$ cat config.mk
export PLATFORM = sky130hd
export DESIGN_NAME = bounded_indexed_deque_core
export DESIGN_NICKNAME = d
export VERILOG_FILES = /design/src/bid_pkg.sv /design/src/bid_ram.sv /design/src/bid_ctrl.sv /design/src/bid_datapath.sv /design/src/bounded_indexed_deque_core.sv
export SDC_FILE = /design/constraint.sdc
export NUM_CORES = 2
export LEC_CHECK = 0
export CAP_MARGIN = 25
export CORE_UTILIZATION = 60
export CTS_BUF_LIST = sky130_fd_sc_hd__clkbuf_4 sky130_fd_sc_hd__clkbuf_8 sky130_fd_sc_hd__clkbuf_16
export DETAILED_ROUTE_END_ITERATION = 10
export DONT_BUFFER_PORTS = 1
export PLACE_DENSITY = 0.76
export SETUP_SLACK_MARGIN = 0.02
export SKIP_CTS_REPAIR_TIMING = 1
export SYNTH_ARGS = -nofsm -noshare
export SYNTH_HDL_FRONTEND = slang
export SYNTH_SLANG_ARGS = --single-unit
$ cat constraint.sdc
create_clock -name clock -period 7.25 [get_ports clock]
set_input_delay 0.725 -clock clock [delete_from_list [all_inputs] [get_ports clock]]
set_output_delay 0.725 -clock clock [all_outputs]
set_load 0.05 [all_outputs]
$ cat src/bid_pkg.sv
package bid_pkg;

   // Field widths of the request and response channels.
   localparam int OP_W        = 3;
   localparam int POS_W       = 7;
   localparam int WORD_W      = 32;
   localparam int STATUS_W    = 2;
   localparam int COUNT_OUT_W = 7;

   // Operation codes.
   localparam logic [OP_W-1:0] OP_PUSH_BACK = 3'd0;
   localparam logic [OP_W-1:0] OP_POP_BACK  = 3'd1;
   localparam logic [OP_W-1:0] OP_POP_FRONT = 3'd2;
   localparam logic [OP_W-1:0] OP_GET       = 3'd3;
   localparam logic [OP_W-1:0] OP_SET       = 3'd4;
   localparam logic [OP_W-1:0] OP_INSERT    = 3'd5;

   // Response status codes.
   localparam logic [STATUS_W-1:0] STATUS_OK    = 2'd0;
   localparam logic [STATUS_W-1:0] STATUS_EMPTY = 2'd1;
   localparam logic [STATUS_W-1:0] STATUS_RANGE = 2'd2;
   localparam logic [STATUS_W-1:0] STATUS_FULL  = 2'd3;

   typedef enum logic [2:0] {
      ST_IDLE,
      ST_EXEC,
      ST_READ_DONE,
      ST_SHIFT,
      ST_INSERT_WRITE
   } state_type;

   // Logical index whose slot the memory read port addresses.
   typedef enum logic [1:0] {
      RD_COUNT_M1,
      RD_FRONT,
      RD_POS,
      RD_SRC_M1
   } rd_sel_type;

   // Logical index whose slot the memory write port addresses.
   typedef enum logic [1:0] {
      WR_COUNT,
      WR_POS,
      WR_SRC_P1
   } wr_sel_type;

   typedef enum logic [1:0] {
      WORD_ZERO,
      WORD_REQ,
      WORD_RAM
   } word_sel_type;

   typedef struct packed {
      logic                 req_load;
      logic                 rd_en;
      rd_sel_type           rd_sel;
      logic                 wr_en;
      wr_sel_type           wr_sel;
      logic                 wr_from_ram;
      logic                 count_inc;
      logic                 count_dec;
      logic                 front_inc;
      logic                 src_load;
      logic                 src_dec;
      logic                 rsp_load;
      word_sel_type         rsp_word_sel;
      logic [STATUS_W-1:0]  rsp_status;
   } ctrl_cmd_type;

   typedef struct packed {
      logic [OP_W-1:0] op;
      logic            empty;
      logic            full;
      logic            pos_lt_count;
      logic            pos_le_count;
      logic            src_gt_pos;
      logic            out_free;
   } dp_status_type;

endpackage

$ cat src/bid_ram.sv
module bid_ram #(
   parameter int WIDTH = 32,
   parameter int DEPTH = 64
) (
   input  logic                     clock,
   input  logic                     wr_en,
   input  logic [$clog2(DEPTH)-1:0] wr_addr,
   input  logic [WIDTH-1:0]         wr_data,
   input  logic                     rd_en,
   input  logic [$clog2(DEPTH)-1:0] rd_addr,
   output logic [WIDTH-1:0]         rd_data
);

   logic [WIDTH-1:0] mem [DEPTH];

   always_ff @(posedge clock) begin
      if (wr_en) begin
         mem[wr_addr] <= wr_data;
      end
      if (rd_en) begin
         rd_data <= mem[rd_addr];
      end
   end

endmodule

$ cat src/bid_ctrl.sv
module bid_ctrl (
   input  logic                   clock,
   input  logic                   reset,
   input  logic                   req_valid,
   input  bid_pkg::dp_status_type dp_status,
   output logic                   req_stall,
   output bid_pkg::ctrl_cmd_type  cmd
);
   import bid_pkg::*;

   state_type state_ff;
   state_type state_in;

   always_ff @(posedge clock) begin
      if (reset) begin
         state_ff <= ST_IDLE;
      end else begin
         state_ff <= state_in;
      end
   end

   always_comb begin
      state_in         = state_ff;
      req_stall        = (state_ff != ST_IDLE);
      cmd.req_load     = 1'b0;
      cmd.rd_en        = 1'b0;
      cmd.rd_sel       = RD_POS;
      cmd.wr_en        = 1'b0;
      cmd.wr_sel       = WR_POS;
      cmd.wr_from_ram  = 1'b0;
      cmd.count_inc    = 1'b0;
      cmd.count_dec    = 1'b0;
      cmd.front_inc    = 1'b0;
      cmd.src_load     = 1'b0;
      cmd.src_dec      = 1'b0;
      cmd.rsp_load     = 1'b0;
      cmd.rsp_word_sel = WORD_ZERO;
      cmd.rsp_status   = STATUS_OK;

      case (state_ff)
         ST_IDLE: begin
            if (req_valid) begin
               cmd.req_load = 1'b1;
               state_in     = ST_EXEC;
            end
         end

         // Nothing is done until the response register can take a result, so a
         // write or a count update never happens twice.
         ST_EXEC: begin
            if (dp_status.out_free) begin
               state_in = ST_IDLE;
               case (dp_status.op)
                  OP_PUSH_BACK: begin
                     cmd.rsp_load = 1'b1;
                     if (dp_status.full) begin
                        cmd.rsp_status = STATUS_FULL;
                     end else begin
                        cmd.wr_en        = 1'b1;
                        cmd.wr_sel       = WR_COUNT;
                        cmd.count_inc    = 1'b1;
                        cmd.rsp_word_sel = WORD_REQ;
                     end
                  end
                  OP_POP_BACK: begin
                     if (dp_status.empty) begin
                        cmd.rsp_load   = 1'b1;
                        cmd.rsp_status = STATUS_EMPTY;
                     end else begin
                        cmd.rd_en     = 1'b1;
                        cmd.rd_sel    = RD_COUNT_M1;
                        cmd.count_dec = 1'b1;
                        state_in      = ST_READ_DONE;
                     end
                  end
                  OP_POP_FRONT: begin
                     if (dp_status.empty) begin
                        cmd.rsp_load   = 1'b1;
                        cmd.rsp_status = STATUS_EMPTY;
                     end else begin
                        cmd.rd_en     = 1'b1;
                        cmd.rd_sel    = RD_FRONT;
                        cmd.count_dec = 1'b1;
                        cmd.front_inc = 1'b1;
                        state_in      = ST_READ_DONE;
                     end
                  end
                  OP_GET: begin
                     if (!dp_status.pos_lt_count) begin
                        cmd.rsp_load   = 1'b1;
                        cmd.rsp_status = STATUS_RANGE;
                     end else begin
                        cmd.rd_en  = 1'b1;
                        cmd.rd_sel = RD_POS;
                        state_in   = ST_READ_DONE;
                     end
                  end
                  OP_SET: begin
                     cmd.rsp_load = 1'b1;
                     if (!dp_status.pos_lt_count) begin
                        cmd.rsp_status = STATUS_RANGE;
                     end else begin
                        cmd.wr_en        = 1'b1;
                        cmd.wr_sel       = WR_POS;
                        cmd.rsp_word_sel = WORD_REQ;
                     end
                  end
                  OP_INSERT: begin
                     if (!dp_status.pos_le_count) begin
                        cmd.rsp_load   = 1'b1;
                        cmd.rsp_status = STATUS_RANGE;
                     end else if (dp_status.full) begin
                        cmd.rsp_load   = 1'b1;
                        cmd.rsp_status = STATUS_FULL;
                     end else if (dp_status.pos_lt_count) begin
                        // Start moving the last element one place back.
                        cmd.rd_en    = 1'b1;
                        cmd.rd_sel   = RD_COUNT_M1;
                        cmd.src_load = 1'b1;
                        state_in     = ST_SHIFT;
                     end else begin
                        cmd.wr_en        = 1'b1;
                        cmd.wr_sel       = WR_POS;
                        cmd.count_inc    = 1'b1;
                        cmd.rsp_load     = 1'b1;
                        cmd.rsp_word_sel = WORD_REQ;
                     end
                  end
                  default: begin
                     cmd.rsp_load = 1'b1;
                  end
               endcase
            end
         end

         ST_READ_DONE: begin
            cmd.rsp_load     = 1'b1;
            cmd.rsp_word_sel = WORD_RAM;
            state_in         = ST_IDLE;
         end

         // Each cycle writes the element read in the previous cycle one slot
         // further back and, while src lies above the position, reads the next one toward the front.
         ST_SHIFT: begin
            cmd.wr_en       = 1'b1;
            cmd.wr_sel      = WR_SRC_P1;
            cmd.wr_from_ram = 1'b1;
            if (dp_status.src_gt_pos) begin
               cmd.rd_en   = 1'b1;
               cmd.rd_sel  = RD_SRC_M1;
               cmd.src_dec = 1'b1;
            end else begin
               state_in = ST_INSERT_WRITE;
            end
         end

         ST_INSERT_WRITE: begin
            cmd.wr_en        = 1'b1;
            cmd.wr_sel       = WR_POS;
            cmd.count_inc    = 1'b1;
            cmd.rsp_load     = 1'b1;
            cmd.rsp_word_sel = WORD_REQ;
            state_in         = ST_IDLE;
         end

         default: begin
            state_in = ST_IDLE;
         end
      endcase
   end

endmodule

$ cat src/bid_datapath.sv
module bid_datapath #(
   parameter int DEPTH      = 64,
   parameter int DATA_WIDTH = 32
) (
   input  logic                               clock,
   input  logic                               reset,
   input  bid_pkg::ctrl_cmd_type              cmd,
   output bid_pkg::dp_status_type             dp_status,
   input  logic [bid_pkg::OP_W-1:0]           req_operation,
   input  logic [bid_pkg::POS_W-1:0]          req_position,
   input  logic [bid_pkg::WORD_W-1:0]         req_word_in,
   output logic                               rsp_valid,
   input  logic                               rsp_stall,
   output logic [bid_pkg::WORD_W-1:0]         rsp_word_out,
   output logic [bid_pkg::STATUS_W-1:0]       rsp_status,
   output logic [bid_pkg::COUNT_OUT_W-1:0]    rsp_count_out
);
   import bid_pkg::*;

   localparam int AW    = $clog2(DEPTH);
   localparam int CW    = $clog2(DEPTH + 1);
   localparam int CMP_W = (CW > POS_W) ? CW : POS_W;

   // Store slot of a logical index: front plus index, wrapped once.
   function automatic logic [AW-1:0] slot_of(input logic [AW-1:0] front,
                                             input logic [CW-1:0] index);
      logic [CW:0] sum;
      sum = (CW+1)'(front) + (CW+1)'(index);
      if (sum >= (CW+1)'(DEPTH)) begin
         sum = sum - (CW+1)'(DEPTH);
      end
      return AW'(sum);
   endfunction

   logic [OP_W-1:0]        req_op_ff;
   logic [POS_W-1:0]       req_pos_ff;
   logic [DATA_WIDTH-1:0]  req_word_ff;
   logic [CW-1:0]          count_ff;
   logic [CW-1:0]          count_in;
   logic [AW-1:0]          front_ff;
   logic [AW-1:0]          front_in;
   logic [CW-1:0]          src_ff;
   logic                   rsp_valid_ff;
   logic [WORD_W-1:0]      rsp_word_ff;
   logic [WORD_W-1:0]      rsp_word_in;
   logic [STATUS_W-1:0]    rsp_status_ff;
   logic [COUNT_OUT_W-1:0] rsp_count_ff;

   logic [CW-1:0]          pos_idx;
   logic [CMP_W-1:0]       pos_cmp;
   logic [CMP_W-1:0]       count_cmp;
   logic [CMP_W-1:0]       src_cmp;
   logic [CW-1:0]          rd_index;
   logic [CW-1:0]          wr_index;
   logic [AW-1:0]          rd_addr;
   logic [AW-1:0]          wr_addr;
   logic [DATA_WIDTH-1:0]  wr_data;
   logic [DATA_WIDTH-1:0]  rd_data;

   // Request registers.
   always_ff @(posedge clock) begin
      if (cmd.req_load) begin
         req_op_ff   <= req_operation;
         req_pos_ff  <= req_position;
         req_word_ff <= DATA_WIDTH'(req_word_in);
      end
   end

   assign pos_idx   = CW'(req_pos_ff);
   assign pos_cmp   = CMP_W'(req_pos_ff);
   assign count_cmp = CMP_W'(count_ff);
   assign src_cmp   = CMP_W'(src_ff);

   always_comb begin
      dp_status.op           = req_op_ff;
      dp_status.empty        = (count_ff == '0);
      dp_status.full         = (count_ff == CW'(DEPTH));
      dp_status.pos_lt_count = (pos_cmp < count_cmp);
      dp_status.pos_le_count = (pos_cmp <= count_cmp);
      dp_status.src_gt_pos   = (src_cmp > pos_cmp);
      dp_status.out_free     = !rsp_valid_ff || !rsp_stall;
   end

   always_comb begin
      case (cmd.rd_sel)
         RD_COUNT_M1: rd_index = count_ff - CW'(1);
         RD_FRONT:    rd_index = '0;
         RD_POS:      rd_index = pos_idx;
         RD_SRC_M1:   rd_index = src_ff - CW'(1);
         default:     rd_index = '0;
      endcase
      case (cmd.wr_sel)
         WR_COUNT:  wr_index = count_ff;
         WR_POS:    wr_index = pos_idx;
         WR_SRC_P1: wr_index = src_ff + CW'(1);
         default:   wr_index = pos_idx;
      endcase
   end

   assign rd_addr = slot_of(front_ff, rd_index);
   assign wr_addr = slot_of(front_ff, wr_index);
   assign wr_data = cmd.wr_from_ram ? rd_data : req_word_ff;

   bid_ram #(
      .WIDTH (DATA_WIDTH),
      .DEPTH (DEPTH)
   ) u_store (
      .clock   (clock),
      .wr_en   (cmd.wr_en),
      .wr_addr (wr_addr),
      .wr_data (wr_data),
      .rd_en   (cmd.rd_en),
      .rd_addr (rd_addr),
      .rd_data (rd_data)
   );

   always_comb begin
      count_in = count_ff;
      if (cmd.count_inc) begin
         count_in = count_ff + CW'(1);
      end else if (cmd.count_dec) begin
         count_in = count_ff - CW'(1);
      end
      front_in = front_ff;
      if (cmd.front_inc) begin
         front_in = (front_ff == AW'(DEPTH - 1)) ? '0 : front_ff + AW'(1);
      end
   end

   always_ff @(posedge clock) begin
      if (reset) begin
         count_ff <= '0;
         front_ff <= '0;
      end else begin
         count_ff <= count_in;
         front_ff <= front_in;
      end
   end

   // Source index of the element being moved during an insert.
   always_ff @(posedge clock) begin
      if (cmd.src_load) begin
         src_ff <= count_ff - CW'(1);
      end else if (cmd.src_dec) begin
         src_ff <= src_ff - CW'(1);
      end
   end

   always_comb begin
      case (cmd.rsp_word_sel)
         WORD_ZERO: rsp_word_in = '0;
         WORD_REQ:  rsp_word_in = WORD_W'(req_word_ff);
         WORD_RAM:  rsp_word_in = WORD_W'(rd_data);
         default:   rsp_word_in = '0;
      endcase
   end

   always_ff @(posedge clock) begin
      if (reset) begin
         rsp_valid_ff <= 1'b0;
      end else begin
         rsp_valid_ff <= cmd.rsp_load || (rsp_valid_ff && rsp_stall);
      end
   end

   always_ff @(posedge clock) begin
      if (cmd.rsp_load) begin
         rsp_word_ff   <= rsp_word_in;
         rsp_status_ff <= cmd.rsp_status;
         rsp_count_ff  <= COUNT_OUT_W'(count_in);
      end
   end

   assign rsp_valid     = rsp_valid_ff;
   assign rsp_word_out  = rsp_word_ff;
   assign rsp_status    = rsp_status_ff;
   assign rsp_count_out = rsp_count_ff;

endmodule

$ cat src/bounded_indexed_deque_core.sv
// Bounded double-ended queue with indexed access, kept in a circular store.
// Request channel (req_): operation, position and word_in; an item is taken
// when req_valid is high and req_stall is low. Response channel (rsp_): one
// item per request with word_out, status and the element count afterwards.
// The block handles one request at a time and takes the next request only
// after the previous result is in the response register.
// Push, set, errors, unused codes and an insert at the back load their result
// straight from the execute state; pop back, pop front and get pass through a
// further state, as they wait on the store's registered read port; any other
// insert first moves the elements from its position on one place back, the
// single write port moving one element per cycle.
// A result may wait in the response register while the next request is
// accepted; that request completes once the response is taken. While the
// receiver stalls, the response holds unchanged.
// Reset empties the list (count and front zero) and clears rsp_valid; the
// store itself is not cleared, as only slots of live elements are ever read.
module bounded_indexed_deque_core #(
   parameter int DEPTH      = 64,
   parameter int DATA_WIDTH = 32
) (
   input  logic                            clock,
   input  logic                            reset,
   input  logic                            req_valid,
   output logic                            req_stall,
   input  logic [bid_pkg::OP_W-1:0]        req_operation,
   input  logic [bid_pkg::POS_W-1:0]       req_position,
   input  logic [bid_pkg::WORD_W-1:0]      req_word_in,
   output logic                            rsp_valid,
   input  logic                            rsp_stall,
   output logic [bid_pkg::WORD_W-1:0]      rsp_word_out,
   output logic [bid_pkg::STATUS_W-1:0]    rsp_status,
   output logic [bid_pkg::COUNT_OUT_W-1:0] rsp_count_out
);
   import bid_pkg::*;

   ctrl_cmd_type  cmd;
   dp_status_type dp_status;

   bid_ctrl u_ctrl (
      .clock     (clock),
      .reset     (reset),
      .req_valid (req_valid),
      .dp_status (dp_status),
      .req_stall (req_stall),
      .cmd       (cmd)
   );

   bid_datapath #(
      .DEPTH      (DEPTH),
      .DATA_WIDTH (DATA_WIDTH)
   ) u_datapath (
      .clock         (clock),
      .reset         (reset),
      .cmd           (cmd),
      .dp_status     (dp_status),
      .req_operation (req_operation),
      .req_position  (req_position),
      .req_word_in   (req_word_in),
      .rsp_valid     (rsp_valid),
      .rsp_stall     (rsp_stall),
      .rsp_word_out  (rsp_word_out),
      .rsp_status    (rsp_status),
      .rsp_count_out (rsp_count_out)
   );

endmodule

After elaboration in Yosys (flattened, before gate mapping)
Memories as Yosys holds them, arrays and structs flattened. A register that Yosys moved wholly into a read port is not among the register bits.
Index checks and enable logic that the tools add are counted.
{ "totals": {"ff_bits": 107, "latchBits": 0, "ram_bits": 2048, "romBits": 0, "in_bits": 46, "out_inout_bits": 43, "elab_cells": 138, "memories": 1} }
{ "memory_table": {"columns": ["memory", "words", "word_bits", "rd", "rd_clocked_by_memory_dff", "write_ports", "line", "text"], "rows": [
  ["u_datapath.u_store.mem", 64, 32, 1, 1, 1, "bid_ram.sv:14", "logic [WIDTH-1:0] mem [DEPTH];"]
]} }
{ "classes": {"add_sub_neg": 9, "n_mul": 0, "n_div": 0, "order_cmp": 5, "n_eq_ne": 20, "n_shift": 0, "n_mux": 76, "n_bitwise": 0, "n_reduce_logical": 16} }
{ "op_table": {"columns": ["op", "n"], "rows": [
  ["case mux 32 bit (2 select lines)", 1],
  ["two-way mux 3 bit", 15],
  ["case mux 3 bit (3 select lines)", 5],
  ["two-way mux 6 bit", 6],
  ["two-way mux 32 bit", 1],
  ["two-way mux 7 bit", 4],
  ["case mux 7 bit (4 select lines)", 1],
  ["two-way mux 1 bit", 23],
  ["two-way mux 2 bit", 9],
  ["adder 6 x 7 -> 8 bit", 2],
  ["greater-or-equal comparator 8 x 7 -> 1 bit (second input constant)", 2],
  ["adder 7 x 1 -> 7 bit (second input constant)", 2],
  ["case mux 7 bit (2 select lines)", 1],
  ["subtractor 7 x 1 -> 7 bit (second input constant)", 2],
  ["== test 3 x 2 -> 1 bit (second input constant)", 4],
  ["case mux 3 bit (4 select lines)", 1],
  ["subtractor 6 x 1 -> 6 bit (second input constant)", 2],
  ["== test 3 bit (second input constant)", 3],
  ["== test 2 bit (second input constant)", 4],
  ["case mux 2 bit (4 select lines)", 1],
  ["== test 7 bit (second input constant)", 1],
  ["greater-than comparator 7 bit", 1],
  ["less-or-equal comparator 7 bit", 1],
  ["logical NOT 7 bit", 1],
  ["other kinds (22)", 33]
]} }

Logic depth before layout (Yosys ltp)
{ "depth": {"depth_word": 12, "ltp_mapped": 22} }

By module
Synthesis repeated with hierarchy kept, for this count alone.
{ "unflattened": {"cells_unflattened": 4072, "hier_area_um2": 85527.0} }
{ "modules_own_cells": {"columns": ["mod", "n_inst", "cells_per_inst", "area_per_inst_um2", "seq_area_each_um2"], "rows": [
  ["bid_ram", 1, 3511, 79359.9, 62459.9],
  ["bid_datapath", 1, 478, 5516.5, 2982.9],
  ["bid_ctrl", 1, 83, 650.6, 60.1]
]} }

Least setup slack after synthesis
Ideal clock, no wire load.
{ "synth_path": {"path_type": "flip-flop to flip-flop", "from": "register u_datapath.count_ff[0], in the netlist u_datapath.count_cmp[0]", "to": "memory u_datapath.u_store.mem[29][0] (enable)", "setup_time_ns": 0.421, "arrival_ns": 4.959, "required_ns": 6.829, "path_slack_ns": 1.870, "stages_incl_launch_ff": 18, "n_path_buf": 1, "path_cell_list": "dfxtp_1 > inv_1 > ha_1 > or3b_2 > o21ai_1 > a21oi_1 > o21bai_1 > clkbuf_1 > o21ai_0 > ha_1 > a21o_1 > a21oi_1 > o21bai_1 > a21oi_1 > xnor2_1 > xor2_1 > nand3_1 > nor2_1"} }
{ "synth_between": {"elab_chain_len": 11} }
{ "synth_lines": {"columns": ["element", "line", "text"], "rows": [
  ["start: declaration", "bid_datapath.sv:38", "logic [CW-1:0] count_ff;"],
  ["start signal: assignment", "bid_datapath.sv:135", "count_ff <= count_in;"],
  ["parallel branches: the longest is 11 deep, another holds adder 6 x 7 -> 8 bit", null, null],
  ["end: declaration", "bid_ram.sv:14", null]
]} }
Several ways; the timed one is not identified.

Worst setup path in the final report
{ "layout_path": {"from": "register u_datapath.count_ff[0], in the netlist u_datapath.count_cmp[0]", "to": "register u_datapath.u_store.rd_data[30] (read register of u_datapath.u_store.mem) (data pin)"} }
{ "layout_between": {"elab_chain_len": 12} }
{ "layout_lines": {"columns": ["element", "line", "text"], "rows": [
  ["< comparator 7 bit", "bid_datapath.sv:78", "dp_status.pos_lt_count = (pos_cmp < count_cmp);"],
  ["two-way mux 3 bit", "bid_ctrl.sv:115", "end else if (dp_status.pos_lt_count) begin"],
  ["two-way mux 6 bit", "bid_ctrl.sv:112", "end else if (dp_status.full) begin"],
  ["two-way mux 6 bit", "bid_ctrl.sv:109", "if (!dp_status.pos_le_count) begin"],
  ["case mux 3 bit (4 select lines)", "bid_ctrl.sv:53", "case (dp_status.op)"],
  ["two-way mux 6 bit", "bid_ctrl.sv:51", "if (dp_status.out_free) begin"],
  ["case mux 3 bit (2 select lines)", "bid_ctrl.sv:40", "case (state_ff)"],
  ["== test 2 bit (tied with other cells)", "bid_datapath.sv:85", "case (cmd.rd_sel)"],
  ["case mux 7 bit (4 select lines)", "bid_datapath.sv:85", null],
  ["adder 6 x 7 -> 8 bit", "bid_datapath.sv:28", "sum = (CW+1)'(front) + (CW+1)'(index);"],
  ["greater-or-equal comparator 8 x 7 -> 1 bit or subtractor 6 x 1 -> 6 bit (tied branches)", "bid_datapath.sv:29, bid_datapath.sv:30", null],
  ["two-way mux 6 bit", "bid_datapath.sv:29", "if (sum >= (CW+1)'(DEPTH)) begin"],
  ["end: declaration", "bid_ram.sv:11", "output logic [WIDTH-1:0] rd_data"]
]} }
Several ways; a longest one is shown, not always the timed one.
A chain may end at the register's enable or synchronous reset.

==> summary.txt <==
Routing
  • Initial drt markers: about 6400
  • Final ANT Viol Nets: 0
  • Vias per cell: 7.00
  • WL/cell: 36.8 µm
  • Via count: 43600
  • Detailed Routing Iterations Pass 1: 5
  • Residual DRC count: 0
  • DRT Wirelength: roughly 230 mm

Pwr
  • Worst VDD drop: 230 µV
  • Leak pwr: between 30 and 40 nW
  • Cell Pwr Density: 282 nW/µm²

Flow run
  • Max_cap viols: 0

Timing
  • Rel. slew slack: 0.261
  • Count of final setup violators: 0
  • Final hold slack: roughly 0.048 ns
  • Final hold vios: 0
  • Period utilization: 0.890
  • Unrepaired setup endpoints after global routing: false
  • Max Slew Vio Count: 0
  • Min cycle time layout: 6.46 ns
  • Worst-Margin Slew: ~1.1 ns
  • Setup_tns: 0 ns
  • Achievable Freq: 0.155 GHz
  • Max Clock Skew: 0.0508 ns

Critical path
  • Buf/Inv on CP: 3
  • Critical Path, Cell by Cell: inv_1 -> ha_1 -> nor3b_4 -> nand3_2 -> o21a_1 -> o21ai_0 -> nor2_1 -> a21oi_1 -> o22ai_1 -> ha_4 -> fa_4 -> buf_4 -> mux4_2 -> nand2_1 -> nand2_1 -> o21ai_0 -> buf_4 -> a221oi_1 -> a31oi_1 -> nor3_1
  • CP endpoint kind: flip-flop
  • Worst path arrival time: 7.07 ns
  • CP top delay family: compound AO/OA/AOI/OAI gates
  • CP Class: flip-flop to flip-flop
  • Worst-path fanout max: 31
  • Worst stage delay on the critical path: 1.25 ns
  • Reg2Reg Depth: 20
  • Instance count on the critical path: 20
  • R2R Setup Slk: between 0.7 and 0.8 ns
  • Slowest CP cell: fa_4
  • Worst EP required: between 7 and 8 ns
  • Worst r2r src: u_datapath.count_cmp[0]
  • R2R Path End: u_datapath.u_store.rd_data[30]
  • Setup crit start kind: flip-flop

Final layout
  • P&R area growth vs syn: 13.3%
  • Layout cells sized above 1: 0.299
  • Most common cell after layout, fill and taps aside: edfxtp_1
  • Post-layout util: 0.687
  • Most frequent cells in the layout: 2170 x edfxtp_1, 637 x mux4_2, 253 x nor2_1
  • Final-stage net count: around 4200
  • Final non-filler cell total: slightly above 6000

CTS
  • # H-tree levels: 4
  • Clock slew seen by the registers of the worst setup and hold paths: 0.07 ns
  • TritonCTS clock tree: done
  • CTS Root Cell: clkbuf_16
  • Sink Count: 2187
  • Clk_lat worst skew: 0.87 ns
  • Clk buf depth: 3
  • Number of buffers created by CTS: ~210

Floorplan
  • FP Rows: 138
  • Core area: ~140000 µm²
  • Initial Util: 0.606
  • Die X: between 300 and 400 µm
  • Die height: 380 µm
  • Die area: 145000 µm²
  • # IOs: 89

Synth
  • Mapped Nets: between 4000 and 5000
  • Synth Area per Inst: 21.8 µm²
  • Main flop type after synthesis: edfxtp_1
  • Synth Warn #: 0
  • Yosys reg bits: 2187
  • Mapped Cells: 3947
  • Async SR Flop Fraction: 0
  • Share of the synthesized area in the top cell type: 0.758
  • Sequential share of the synthesized area: 0.762
  • Synth area leader: edfxtp_1
  • Synth top area cells: edfxtp_1 76%, mux4_2 17%, nor2_1 1.4%
  • Post-Syn Area: 85900 µm²
  • Post-synth EDFFs: 2170
  • Cell variety after synth: between 60 and 70

Global route
  • Vias in the first global route: 43200
  • Pin count of the biggest net entering global routing: 89
  • Overall Global Routing Usage: 0.321
  • Grt total ovfl: 0
  • Initial antenna violation count: 13
  • First-pass GRT wire length: 324 mm

Hold path
  • Worst Hold Class: input port to flip-flop
  • Min-delay src: rsp_stall
  • Hold Path Sink: u_datapath.rsp_valid
  • Hold Path Cell Cnt: 2

Placement
  • Count of input and output buffers: 0
  • HPWL after DPL: 127 mm
  • Placed cell count: 5787
  • Routability cong.: 0.953

Run status
  • Status: finished, final reports clean
==> where the power goes <==
group	switching, mW	internal (mW)
registers	0.105	14.0
logic	1.35	0.797
clock network	4.88	6.32
total	6.33	21.1
==> final cells by class <==
type,count,area [µm²]
flip-flops and latches,2187,65500
clock inverters,139,1490
multi-input cells,1522,20100
well taps,1890,2360
inverters,31,116
repair buffers,203,2200
clock buffers,254,5610
fillers,8209,44400
diodes,6,15.0
==> per-stage QoR <==
| stage | power [mW] | setup WS, ns | instance area [µm²] |
|---|---|---|---|
| 2_1_floorplan | 15.7 | 1.87 | 85900 |
| 3_3_place_gp | 16.4 | 1.11 | 89600 |
| 3_5_place_dp | 16.5 | 1.06 | 89800 |
| 4_1_cts | 27.5 | 0.974 | 96900 |
| 5_1_grt | 28.0 | 0.515 | 97400 |
| 6_report | 27.5 | 0.794 | 97400 |
==> worst max path at each step <==
stage / endpoint / startpoint / slack [ns]
final: u_datapath.u_store.rd_data[30] / u_datapath.count_cmp[0] / 0.79
after global routing: u_datapath.u_store.rd_data[6] / u_datapath.count_cmp[0] / 0.51
after CTS: u_datapath.u_store.rd_data[30] / u_datapath.count_cmp[0] / 0.97
after detailed placement: u_datapath.u_store.rd_data[30] / u_datapath.count_cmp[0] / 1.06
after global placement: u_datapath.u_store.rd_data[24] / u_datapath.count_cmp[0] / 1.11
after floorplan: u_datapath.u_store.mem[29][0] / u_datapath.count_cmp[0] / 1.87
==> cells by family (layout without fill, tap and decap cells) <==
group | count (synthesis) | in the layout | synth area share
flip-flops | 2187 | 2187 | 0.762
multiplexers | 656 | 656 | 0.169
AND/OR/NAND/NOR | 558 | 558 | 0.0272
AO/OA/AOI/OAI | 241 | 241 | 0.0208
buffers and inverters | 238 | 627 | 0.0120
XOR/XNOR | 34 | 34 | 0.00347
adder cells (fa/ha/maj) | 33 | 33 | 0.00498
other | 0 | 6 | 0
==> routing by layer <==
| metal | global-route usage | wire (µm) | share of wire | vias to the layer above |
|---|---|---|---|---|
| met5 | 0 | 80 | 0.00035 | - |
| met4 | 0.151 | 12000 | 0.052 | 12 |
| met2 | 0.499 | 110000 | 0.48 | 3231 |
| li1 | - | - | - | 17000 |
| met3 | 0.0815 | 26500 | 0.12 | 569 |
| met1 | 0.433 | 81000 | 0.35 | 22900 |
==> synthesized netlist by cell type (6+ instances only) <==
master	instances
dfxtp_1	17
o21ai_0	21
clkbuf_1	101
or3_1	6
nor3_1	24
inv_1	30
nor2_1	319
xor2_1	12
nand2_1	144
edfxtp_1	2170
mux4_2	637
buf_1	16
nor2b_1	14
o211ai_2	18
o22ai_1	38
nand3_1	19
buf_2	85
mux2i_1	17
a21oi_1	32
xnor2_1	22
a22oi_1	84
o221ai_1	12
ha_1	31
==> worst register-to-register path: stages (launching register included) <==
cell and delay, ns:
dfxtp_1 0.41, inv_1 0.13, ha_1 0.25, nor3b_4 0.35
nand3_2 0.21, o21a_1 0.26, o21ai_0 0.47, nor2_1 0.09
a21oi_1 0.17, o22ai_1 0.15, ha_4 0.19, fa_4 1.25
buf_4 0.54, mux4_2 0.37, nand2_1 0.08, nand2_1 0.06
o21ai_0 0.61, buf_4 0.27, a221oi_1 0.10, a31oi_1 0.18
nor3_1 0.07
==> flip-flops by register name, summed over array words and instances (netlist names) <==
register,cells
u_datapath.count_cmp,7
u_datapath.u_store.rd_data,32
u_datapath.rsp_valid,1
u_datapath.req_word_ff,32
u_datapath.rsp_word_out,32
u_datapath.pos_cmp,7
u_ctrl.state_ff,3
u_datapath.rsp_count_out,7
u_datapath.u_store.mem,2048
u_datapath.req_op_ff,3
u_datapath.src_cmp,7
u_datapath.rsp_status,2
u_datapath.front_ff,6
Power figures use the tool's default switching activity.
